File: src/sv/assert_macros.svh
// Assertion shorthands shared by the converter RTL.
// Every macro expects clk_i and rst_ni in scope at the place of use.
`ifndef ASSERT_MACROS_SVH
`define ASSERT_MACROS_SVH

// Same-cycle implication, checked while out of reset.
`define ASSERT_IMPL(lbl, ante, cons, msg) \
  lbl: assert property (@(posedge clk_i) disable iff (!rst_ni) (ante) |-> (cons)) \
    else $error(msg);

// Next-cycle implication, checked while out of reset.
`define ASSERT_NEXT(lbl, ante, cons, msg) \
  lbl: assert property (@(posedge clk_i) disable iff (!rst_ni) (ante) |=> (cons)) \
    else $error(msg);

`endif

File: src/sv/e2c_pkg.sv
// Shared types, constants and the month table of the epoch to calendar converter.
// Used by every module of the block; depends on nothing.
`timescale 1ns / 1ps

package e2c_pkg;

  localparam int SplitStages = 4;
  localparam int DateStages  = 7;
  localparam int NumStages   = SplitStages + DateStages;

  localparam logic RegZoneOffset = 1'b0;

  localparam logic [35:0] BaseSeconds = 36'd978307200;
  localparam logic [16:0] SecsPerDay  = 17'd86400;
  localparam logic [27:0] DayRecip    = 28'd203613264;
  localparam logic [16:0] ZoneReset   = 17'd28800;

  localparam logic [17:0] Days400Y = 18'd146097;
  localparam logic [17:0] Days100Y = 18'd36524;
  localparam logic [15:0] Days4Y   = 16'd1461;
  localparam logic [10:0] Days1Y   = 11'd365;
  localparam logic [15:0] Recip4Y  = 16'd45934;
  localparam logic [4:0]  Last4Y   = 5'd24;
  localparam logic [11:0] FirstYear = 12'd2001;

  localparam logic [12:0] HourRecip = 13'd4661;
  localparam logic [16:0] SecsPerHour = 17'd3600;
  localparam logic [12:0] MinRecip  = 13'd4370;
  localparam logic [11:0] SecsPerMin = 12'd60;

  typedef struct packed {
    logic [17:0] days;
    logic [16:0] tod;
  } day_split_t;

  typedef struct packed {
    logic [4:0] hour;
    logic [5:0] minute;
    logic [5:0] second;
  } hms_t;

  function automatic logic [8:0] month_start(logic [3:0] mon, logic leap);
    logic [8:0] start;
    case (mon)
      4'd0:    start = 9'd0;
      4'd1:    start = 9'd31;
      4'd2:    start = 9'd59;
      4'd3:    start = 9'd90;
      4'd4:    start = 9'd120;
      4'd5:    start = 9'd151;
      4'd6:    start = 9'd181;
      4'd7:    start = 9'd212;
      4'd8:    start = 9'd243;
      4'd9:    start = 9'd273;
      4'd10:   start = 9'd304;
      4'd11:   start = 9'd334;
      default: start = 9'd0;
    endcase
    if (leap && (mon >= 4'd2)) begin
      start = start + 9'd1;
    end
    return start;
  endfunction

endpackage

File: src/sv/e2c_daysplit.sv
// Front stages: applies the zone offset and splits local seconds into days and time of day.
// Four register stages; uses e2c_pkg.
`timescale 1ns / 1ps

module e2c_daysplit (
  input  logic                      clk_i,
  input  logic [3:0]                en_i,
  input  logic [33:0]               epoch_seconds_i,
  input  logic [16:0]               zone_offset_i,
  output logic                      ok_o,
  output e2c_pkg::day_split_t       split_o
);

  logic [35:0] diff_d;
  logic [33:0] s0_sec_q;
  logic        s0_ok_q;
  logic [54:0] prod_d;
  logic [33:0] s1_sec_q;
  logic [17:0] s1_qe_q;
  logic [33:0] qmul_d;
  logic [33:0] rem_d;
  logic [17:0] s2_qe_q;
  logic [17:0] s2_rem_q;
  logic [17:0] s3_days_q;
  logic [16:0] s3_tod_q;

  assign diff_d = {2'b00, epoch_seconds_i} + {{19{zone_offset_i[16]}}, zone_offset_i}
                  - e2c_pkg::BaseSeconds;

  always_ff @(posedge clk_i) begin
    if (en_i[0]) begin
      s0_sec_q <= diff_d[33:0];
      s0_ok_q  <= ~diff_d[35];
    end
  end

  assign prod_d = {28'd0, s0_sec_q[33:7]} * {27'd0, e2c_pkg::DayRecip};

  always_ff @(posedge clk_i) begin
    if (en_i[1]) begin
      s1_sec_q <= s0_sec_q;
      s1_qe_q  <= prod_d[54:37];
    end
  end

  assign qmul_d = {16'd0, s1_qe_q} * {17'd0, e2c_pkg::SecsPerDay};
  assign rem_d  = s1_sec_q - qmul_d;

  always_ff @(posedge clk_i) begin
    if (en_i[2]) begin
      s2_qe_q  <= s1_qe_q;
      s2_rem_q <= rem_d[17:0];
    end
  end

  always_ff @(posedge clk_i) begin
    if (en_i[3]) begin
      if (s2_rem_q >= {1'b0, e2c_pkg::SecsPerDay}) begin
        s3_days_q <= s2_qe_q + 18'd1;
        s3_tod_q  <= 17'(s2_rem_q - {1'b0, e2c_pkg::SecsPerDay});
      end else begin
        s3_days_q <= s2_qe_q;
        s3_tod_q  <= s2_rem_q[16:0];
      end
    end
  end

  assign ok_o         = s0_ok_q;
  assign split_o.days = s3_days_q;
  assign split_o.tod  = s3_tod_q;

endmodule

File: src/sv/e2c_date.sv
// Date stages: splits the day count into Gregorian cycles, then month and day of month.
// Seven register stages, the last one the output register; uses e2c_pkg.
`timescale 1ns / 1ps

module e2c_date (
  input  logic        clk_i,
  input  logic [6:0]  en_i,
  input  logic [17:0] days_i,
  input  logic        ok_i,
  output logic [11:0] year_o,
  output logic [3:0]  month_o,
  output logic [4:0]  day_o,
  output logic        date_valid_o
);

  logic        s4_c400_q;
  logic [17:0] s4_r1_q;
  logic [1:0]  c100_d;
  logic [17:0] r2_d;
  logic        s5_c400_q;
  logic [1:0]  s5_c100_q;
  logic [15:0] s5_r2_q;
  logic [31:0] p4_d;
  logic        s6_c400_q;
  logic [1:0]  s6_c100_q;
  logic [4:0]  s6_c4_q;
  logic [15:0] s6_r2_q;
  logic [15:0] r3_d;
  logic        s7_c400_q;
  logic [1:0]  s7_c100_q;
  logic [4:0]  s7_c4_q;
  logic [10:0] s7_r3_q;
  logic [1:0]  c1_d;
  logic [11:0] year_d;
  logic        leap_d;
  logic [10:0] r4_d;
  logic [11:0] s8_year_q;
  logic        s8_leap_q;
  logic [8:0]  s8_r4_q;
  logic [3:0]  mon_d;
  logic [11:0] s9_year_q;
  logic        s9_leap_q;
  logic [8:0]  s9_r4_q;
  logic [3:0]  s9_mon_q;
  logic [8:0]  day_d;

  always_ff @(posedge clk_i) begin
    if (en_i[0]) begin
      if (days_i >= e2c_pkg::Days400Y) begin
        s4_c400_q <= 1'b1;
        s4_r1_q   <= days_i - e2c_pkg::Days400Y;
      end else begin
        s4_c400_q <= 1'b0;
        s4_r1_q   <= days_i;
      end
    end
  end

  always_comb begin
    c100_d = 2'd0;
    if (s4_r1_q >= e2c_pkg::Days100Y) begin
      c100_d = 2'd1;
    end
    if (s4_r1_q >= 18'(2 * e2c_pkg::Days100Y)) begin
      c100_d = 2'd2;
    end
    if (s4_r1_q >= 18'(3 * e2c_pkg::Days100Y)) begin
      c100_d = 2'd3;
    end
    r2_d = s4_r1_q - 18'(c100_d) * e2c_pkg::Days100Y;
  end

  always_ff @(posedge clk_i) begin
    if (en_i[1]) begin
      s5_c400_q <= s4_c400_q;
      s5_c100_q <= c100_d;
      s5_r2_q   <= r2_d[15:0];
    end
  end

  assign p4_d = {16'd0, s5_r2_q} * {16'd0, e2c_pkg::Recip4Y};

  always_ff @(posedge clk_i) begin
    if (en_i[2]) begin
      s6_c400_q <= s5_c400_q;
      s6_c100_q <= s5_c100_q;
      s6_c4_q   <= p4_d[30:26];
      s6_r2_q   <= s5_r2_q;
    end
  end

  assign r3_d = s6_r2_q - 16'(s6_c4_q) * e2c_pkg::Days4Y;

  always_ff @(posedge clk_i) begin
    if (en_i[3]) begin
      s7_c400_q <= s6_c400_q;
      s7_c100_q <= s6_c100_q;
      s7_c4_q   <= s6_c4_q;
      s7_r3_q   <= r3_d[10:0];
    end
  end

  always_comb begin
    c1_d = 2'd0;
    if (s7_r3_q >= e2c_pkg::Days1Y) begin
      c1_d = 2'd1;
    end
    if (s7_r3_q >= 11'(2 * e2c_pkg::Days1Y)) begin
      c1_d = 2'd2;
    end
    if (s7_r3_q >= 11'(3 * e2c_pkg::Days1Y)) begin
      c1_d = 2'd3;
    end
    r4_d   = s7_r3_q - 11'(c1_d) * e2c_pkg::Days1Y;
    leap_d = (c1_d == 2'd3) && ((s7_c4_q != e2c_pkg::Last4Y) || (s7_c100_q == 2'd3));
    year_d = e2c_pkg::FirstYear + (s7_c400_q ? 12'd400 : 12'd0)
             + 12'(s7_c100_q) * 12'd100 + {5'd0, s7_c4_q, 2'b00} + {10'd0, c1_d};
  end

  always_ff @(posedge clk_i) begin
    if (en_i[4]) begin
      s8_year_q <= year_d;
      s8_leap_q <= leap_d;
      s8_r4_q   <= r4_d[8:0];
    end
  end

  always_comb begin
    mon_d = 4'd0;
    for (int m = 1; m < 12; m++) begin
      if (s8_r4_q >= e2c_pkg::month_start(4'(m), s8_leap_q)) begin
        mon_d = 4'(m);
      end
    end
  end

  always_ff @(posedge clk_i) begin
    if (en_i[5]) begin
      s9_year_q <= s8_year_q;
      s9_leap_q <= s8_leap_q;
      s9_r4_q   <= s8_r4_q;
      s9_mon_q  <= mon_d;
    end
  end

  assign day_d = s9_r4_q - e2c_pkg::month_start(s9_mon_q, s9_leap_q) + 9'd1;

  always_ff @(posedge clk_i) begin
    if (en_i[6]) begin
      date_valid_o <= ok_i;
      if (ok_i) begin
        year_o  <= s9_year_q;
        month_o <= s9_mon_q + 4'd1;
        day_o   <= day_d[4:0];
      end else begin
        year_o  <= 12'd0;
        month_o <= 4'd0;
        day_o   <= 5'd0;
      end
    end
  end

endmodule

File: src/sv/e2c_clock.sv
// Time-of-day stages: splits seconds of the day into hour, minute and second.
// Seven register stages aligned with the date stages; uses e2c_pkg.
`timescale 1ns / 1ps

module e2c_clock (
  input  logic        clk_i,
  input  logic [6:0]  en_i,
  input  logic [16:0] tod_i,
  input  logic        ok_i,
  output logic [4:0]  hour_o,
  output logic [5:0]  minute_o,
  output logic [5:0]  second_o
);

  logic [25:0]         ph_d;
  logic [4:0]          s4_hour_q;
  logic [16:0]         s4_tod_q;
  logic [16:0]         trem_d;
  logic [4:0]          s5_hour_q;
  logic [11:0]         s5_trem_q;
  logic [22:0]         pm_d;
  logic [4:0]          s6_hour_q;
  logic [5:0]          s6_min_q;
  logic [11:0]         s6_trem_q;
  logic [11:0]         sec_d;
  e2c_pkg::hms_t       s7_hms_q;
  e2c_pkg::hms_t       s8_hms_q;
  e2c_pkg::hms_t       s9_hms_q;

  assign ph_d = {13'd0, tod_i[16:4]} * {13'd0, e2c_pkg::HourRecip};

  always_ff @(posedge clk_i) begin
    if (en_i[0]) begin
      s4_hour_q <= ph_d[24:20];
      s4_tod_q  <= tod_i;
    end
  end

  assign trem_d = s4_tod_q - 17'(s4_hour_q) * e2c_pkg::SecsPerHour;

  always_ff @(posedge clk_i) begin
    if (en_i[1]) begin
      s5_hour_q <= s4_hour_q;
      s5_trem_q <= trem_d[11:0];
    end
  end

  assign pm_d = {13'd0, s5_trem_q[11:2]} * {10'd0, e2c_pkg::MinRecip};

  always_ff @(posedge clk_i) begin
    if (en_i[2]) begin
      s6_hour_q <= s5_hour_q;
      s6_min_q  <= pm_d[21:16];
      s6_trem_q <= s5_trem_q;
    end
  end

  assign sec_d = s6_trem_q - 12'(s6_min_q) * e2c_pkg::SecsPerMin;

  always_ff @(posedge clk_i) begin
    if (en_i[3]) begin
      s7_hms_q.hour   <= s6_hour_q;
      s7_hms_q.minute <= s6_min_q;
      s7_hms_q.second <= sec_d[5:0];
    end
    if (en_i[4]) begin
      s8_hms_q <= s7_hms_q;
    end
    if (en_i[5]) begin
      s9_hms_q <= s8_hms_q;
    end
  end

  always_ff @(posedge clk_i) begin
    if (en_i[6]) begin
      if (ok_i) begin
        hour_o   <= s9_hms_q.hour;
        minute_o <= s9_hms_q.minute;
        second_o <= s9_hms_q.second;
      end else begin
        hour_o   <= 5'd0;
        minute_o <= 6'd0;
        second_o <= 6'd0;
      end
    end
  end

endmodule

File: src/sv/epoch_seconds_to_calendar.sv
// Epoch seconds to local Gregorian calendar date and time of day.
// The input channel takes a word of epoch seconds and microseconds under valid and ready;
// the output channel returns year, month, day, hour, minute, second, microseconds and a
// flag that is low for local times before 2001-01-01, again under valid and ready.
// The zone offset register sits at byte address 0 of the APB port and holds signed
// seconds added to UTC; the user must write it only while no word is in flight, since the
// block has no check for this. The pipeline has eleven register stages and accepts one
// word per cycle when the output is taken.
// Each stage has its own valid bit and loads whenever it is empty or the stage after it
// moves, so empty stages close up while the receiver stalls.
// Input ready falls only when all eleven stages hold words and the receiver stalls.
// Reset clears every valid bit and loads the offset with +8 hours.
// Microseconds ride the pipeline unchanged. Uses e2c_pkg and the three stage modules.
`timescale 1ns / 1ps
`include "assert_macros.svh"

module epoch_seconds_to_calendar (
  input  logic        clk_i,
  input  logic        rst_ni,
  input  logic        psel,
  input  logic        penable,
  input  logic        pwrite,
  input  logic [2:0]  paddr,
  input  logic [31:0] pwdata,
  output logic [31:0] prdata,
  output logic        pready,
  input  logic        in_valid_i,
  output logic        in_ready_o,
  input  logic [33:0] epoch_seconds_i,
  input  logic [19:0] micro_seconds_i,
  output logic        out_valid_o,
  input  logic        out_ready_i,
  output logic [11:0] year_out_o,
  output logic [3:0]  month_out_o,
  output logic [4:0]  day_out_o,
  output logic [4:0]  hour_out_o,
  output logic [5:0]  minute_out_o,
  output logic [5:0]  second_out_o,
  output logic [19:0] micro_out_o,
  output logic        date_valid_o
);

  localparam int NS = e2c_pkg::NumStages;
  localparam int SS = e2c_pkg::SplitStages;

  logic [16:0]         zone_q;
  logic [NS:0]         en;
  logic [NS-1:0]       valid_q;
  logic [19:0]         micro_q [NS];
  logic [NS-2:1]       ok_q;
  logic                ok0;
  e2c_pkg::day_split_t split;

  assign pready = 1'b1;
  assign prdata = (paddr[2] == e2c_pkg::RegZoneOffset) ? {{15{zone_q[16]}}, zone_q} : 32'd0;

  always_ff @(posedge clk_i or negedge rst_ni) begin
    if (!rst_ni) begin
      zone_q <= e2c_pkg::ZoneReset;
    end else if (psel && penable && pwrite && (paddr[2] == e2c_pkg::RegZoneOffset)) begin
      zone_q <= pwdata[16:0];
    end
  end

  always_comb begin
    en[NS] = out_ready_i;
    for (int k = NS - 1; k >= 0; k--) begin
      en[k] = ~valid_q[k] | en[k+1];
    end
  end

  assign in_ready_o  = en[0];
  assign out_valid_o = valid_q[NS-1];

  always_ff @(posedge clk_i or negedge rst_ni) begin
    if (!rst_ni) begin
      valid_q <= '0;
    end else begin
      if (en[0]) begin
        valid_q[0] <= in_valid_i;
      end
      for (int k = 1; k < NS; k++) begin
        if (en[k]) begin
          valid_q[k] <= valid_q[k-1];
        end
      end
    end
  end

  always_ff @(posedge clk_i) begin
    if (en[0]) begin
      micro_q[0] <= micro_seconds_i;
    end
    for (int k = 1; k < NS; k++) begin
      if (en[k]) begin
        micro_q[k] <= micro_q[k-1];
      end
    end
    if (en[1]) begin
      ok_q[1] <= ok0;
    end
    for (int k = 2; k < NS - 1; k++) begin
      if (en[k]) begin
        ok_q[k] <= ok_q[k-1];
      end
    end
  end

  assign micro_out_o = micro_q[NS-1];

  e2c_daysplit u_daysplit (
    .clk_i           (clk_i),
    .en_i            (en[SS-1:0]),
    .epoch_seconds_i (epoch_seconds_i),
    .zone_offset_i   (zone_q),
    .ok_o            (ok0),
    .split_o         (split)
  );

  e2c_date u_date (
    .clk_i        (clk_i),
    .en_i         (en[NS-1:SS]),
    .days_i       (split.days),
    .ok_i         (ok_q[NS-2]),
    .year_o       (year_out_o),
    .month_o      (month_out_o),
    .day_o        (day_out_o),
    .date_valid_o (date_valid_o)
  );

  e2c_clock u_clock (
    .clk_i    (clk_i),
    .en_i     (en[NS-1:SS]),
    .tod_i    (split.tod),
    .ok_i     (ok_q[NS-2]),
    .hour_o   (hour_out_o),
    .minute_o (minute_out_o),
    .second_o (second_out_o)
  );

  `ASSERT_IMPL(a_stall_only_full, !in_ready_o, out_valid_o && !out_ready_i,
               "input stalled without a full pipe")
  `ASSERT_IMPL(a_invalid_zeroed, out_valid_o && !date_valid_o,
               (year_out_o == 12'd0) && (month_out_o == 4'd0) && (day_out_o == 5'd0)
               && (hour_out_o == 5'd0),
               "date before 2001 not cleared")
  `ASSERT_IMPL(a_date_range, out_valid_o && date_valid_o,
               (year_out_o >= e2c_pkg::FirstYear) && (month_out_o >= 4'd1)
               && (month_out_o <= 4'd12) && (day_out_o >= 5'd1),
               "date out of range")
  `ASSERT_IMPL(a_time_range, out_valid_o && date_valid_o,
               (hour_out_o <= 5'd23) && (minute_out_o <= 6'd59) && (second_out_o <= 6'd59),
               "time of day out of range")

endmodule

File: config.mk
export PLATFORM = sky130hd
export DESIGN_NAME = epoch_seconds_to_calendar
export DESIGN_NICKNAME = d
export VERILOG_FILES = /design/src/sv/e2c_pkg.sv /design/src/sv/e2c_daysplit.sv /design/src/sv/e2c_date.sv /design/src/sv/e2c_clock.sv /design/src/sv/epoch_seconds_to_calendar.sv
export VERILOG_INCLUDE_DIRS = /design/src /design/src/sv
export SDC_FILE = /design/constraint.sdc
export NUM_CORES = 2
export LEC_CHECK = 0
export ABC_AREA = 1
export CORE_MARGIN = 1.5
export CORE_UTILIZATION = 43
export DETAILED_ROUTE_END_ITERATION = 8
export DONT_BUFFER_PORTS = 1
export PLACE_DENSITY = 0.68
export SKIP_CTS_REPAIR_TIMING = 1
export SLEW_MARGIN = 10
export SYNTH_ARGS = -nofsm -noshare
export SYNTH_HDL_FRONTEND = slang
export SYNTH_SLANG_ARGS = --single-unit
File: constraint.sdc
create_clock -name clk_i -period 28.6 [get_ports clk_i]
set_input_delay 4.29 -clock clk_i [delete_from_list [all_inputs] [get_ports clk_i]]
set_output_delay 4.29 -clock clk_i [all_outputs]
set_load 0.01 [all_outputs]
==> results.md <==
* 36.1% — crit share post-route
* 1,452 — initial detailed-routing violation count
* 26.1% — tightest slew margin relative to the limit
* finished clean — result of the run
* 1110 ps — Tightest Pin Transition
* 60 ps — clock transition time at the flip-flop clock pins of the worst setup and hold paths
* 43.5% — initial core utilization
* 632 — EDFF count, synth
* 18,290 ps — setup slack after layout
* 6020 ps — Worst EP arrival
* 0 — synthesis warning total
* 61 — largest net degree at the start of global routing
* 57 — Unique masters post-synth
* 0 — remaining antenna violation count after routing
* 90.3 mm — final wirelength
* 0.0508 mm^2 — placement-stage cell area
* 0 — overflow left after global routing
* 3 — Clock Path Buffers
* 3.46% — proportion of layout cells with a drive suffix above 1
* 30,700 — number of global-route vias before repair
* 123 — floorplan row count
* 24,310 ps — critical path required time
* 0 — Setup-failing EPs final
* 660 — register bit total from synthesis
* 6 — Detailed Routing Iterations Pass 1
* 30,100 — Vias
* 15.8% — Global Route Usage Sum
* false — RSZ-0062 raised after global routing
* output pin — Critical Path End Type
* primary input to output pin — Worst Path Class, Setup
* 97.0 MHz — f_max
* 600 ps — insertion delay to the later sink of the worst-skew pair
* 66 — TritonCTS buffer count
* 0 — count of pins over their slew limit
* 10,310 ps — min cycle time layout
* 10.8 um^2 — mean instance size in the synthesized netlist
* 8.28% — Syn-to-layout area delta
* 47.1% — Layout Utilization
* primary input — type of element launching the critical path
* register to register — type of the tightest min-delay check
* 59 — critical-path maximum fanout
* done — TritonCTS clock tree
* inv_1 — leading cell type in the layout, fill and taps excluded
* 0.893 — final weighted congestion of routability-driven global placement
* 1 — number of antenna violations at the first check in global routing
* 73.6 mm — Detailed Place HPWL
* 341 um — Chip Width
* 42.2 ps — setup skew after layout
* 0.113 mm^2 — core footprint
* 341 um — die height
* clkbuf_16 — CTS Root Buffer Type
* 40.1% — share of the yosys chip area belonging to registers
* 14.7 um — average wire per standard cell
* 4.24% — proportion of synthesized flip-flops having asynchronous set or reset
* 0 — PortBufs
* 660 — sinks on the clock net
* 5,822 — post-layout net count
* 4.89 — via/cell ratio
* 0 ps — Total Negative Setup Slacks
* 4,547 — cell count after synthesis
* 0.116 mm^2 — DIE AREA
* 18,260 ps — worst slack after detailed placement
* 151 mm — global-route wire length before repair
* 190 — I/O pins
* 0 — max-cap viol count
* 955 x inv_1, 793 x ha_1, 632 x edfxtp_1 — commonest non-fill, non-tap cells in the layout
* 5,773 — number of nets in the synthesized netlist
* 0 — DRC violations left
* 0 — Hold Violations, Final
* 3 — CTS HTree Levels
* edfxtp_1 — predominant post-synthesis flop cell
* 0.0531 mm^2 — Final Cell Area
* 0.0490 mm^2 — combined area of all synthesized cells
-- cells by family after synthesis --
family | share of synthesized area (%)
flops | 40.1
buf+inv | 7.77
fa+ha+maj | 34.0
other cells | 0.00765
compound gates | 5.40
xor+xnor | 3.20
simple gates | 9.50
-- path summary, 6_finish.rpt --
kind,slack [ps],to,cells after the start,start
max,18290,in_ready_o,11,out_ready_i
min,400,ok_q[6]$_DFFE_PP_,0,ok_q[5]$_DFFE_PP_
max reg2reg,22410,u_daysplit.s1_qe_q[15]$_DFFE_PP_,21,u_daysplit.s0_sec_q[17]$_DFFE_PP_
min reg2reg,400,ok_q[6]$_DFFE_PP_,0,ok_q[5]$_DFFE_PP_
max in group asynchronous,25010,zone_q[7]$_DFFE_PN1P_,0,rst_ni
min in group asynchronous,3400,zone_q[16]$_DFFE_PN0P_,0,rst_ni
-- sequential cells by signal (all words and copies together), names as in the netlist, 18 cells and up --
signal and cells:
u_daysplit.s2_qe_q 18, u_daysplit.s1_qe_q 18, u_daysplit.s3_days_q 18, u_daysplit.s1_sec_q 18, micro_q 220, u_daysplit.s2_rem_q 18
u_daysplit.s0_sec_q 34, u_date.s4_r1_q 18
-- metal layers --
layer	track usage, %	routed length [um]	up-vias
li1	-	-	15100
met5	0	0	-
met4	3.54	1690	0
met3	1.62	2250	114
met2	28.5	45800	399
met1	20.4	40600	14400
-- cell type report --
class	count	area (um^2)
diodes	1	2.50
inverters	962	3610
fillers	10200	59700
multi-input cells	2892	25600
clock buffers	86	1840
well taps	1500	1880
clock inverters	35	403
flip-flops and latches	660	19700
repair buffers	14	109
-- worst max-delay path, stage by stage --
cell and delay [ps]:
inv_1 60, nand2_2 70, nor2_4 190, nand4_4 110
nor2_2 170, nand2_2 50, buf_4 330, nor2_2 270
nand2_2 70, nor2_1 210, nand2_2 170
-- metrics by stage --
stage / std cells / hold slack, ps
after floorplan: 4547 / 400
after global placement: 6027 / 400
after detailed placement: 6027 / 405
after CTS: 6148 / 397
after global routing: 6150 / 406
final: 6150 / 399
-- Yosys cell counts (5+ instances only) --
cell       instances  share of area (%)
inv_1            959                7.3
ha_1             793                 20
edfxtp_1         632                 39
nand2_1          597                4.6
fa_1             337                 14
nor2_1           254                1.9
a21oi_1          235                2.4
xor2_1           143                2.6
o21ai_0          136                1.4
nand3_1          115                1.2
nand4_1           48               0.61
xnor2_1           36               0.64
nor3_1            33               0.34
dfrtp_1           24                1.2
a31oi_1           23               0.29
a21o_1            21               0.32
nor4_1            17               0.22
buf_4             16               0.24
clkbuf_1          15               0.11
o21bai_1          14               0.21
nand3b_1          11               0.17
or2_2              9               0.11
o21a_1             7               0.11
nor2_4             6               0.14
o2111ai_1          6               0.11
a21boi_0           5              0.077
o21ai_1            5              0.051
o31ai_1            5              0.077
Power is left out: the tool's default activity adds up to more than one toggle a clock period on the data nets, which glitch-free logic cannot reach.
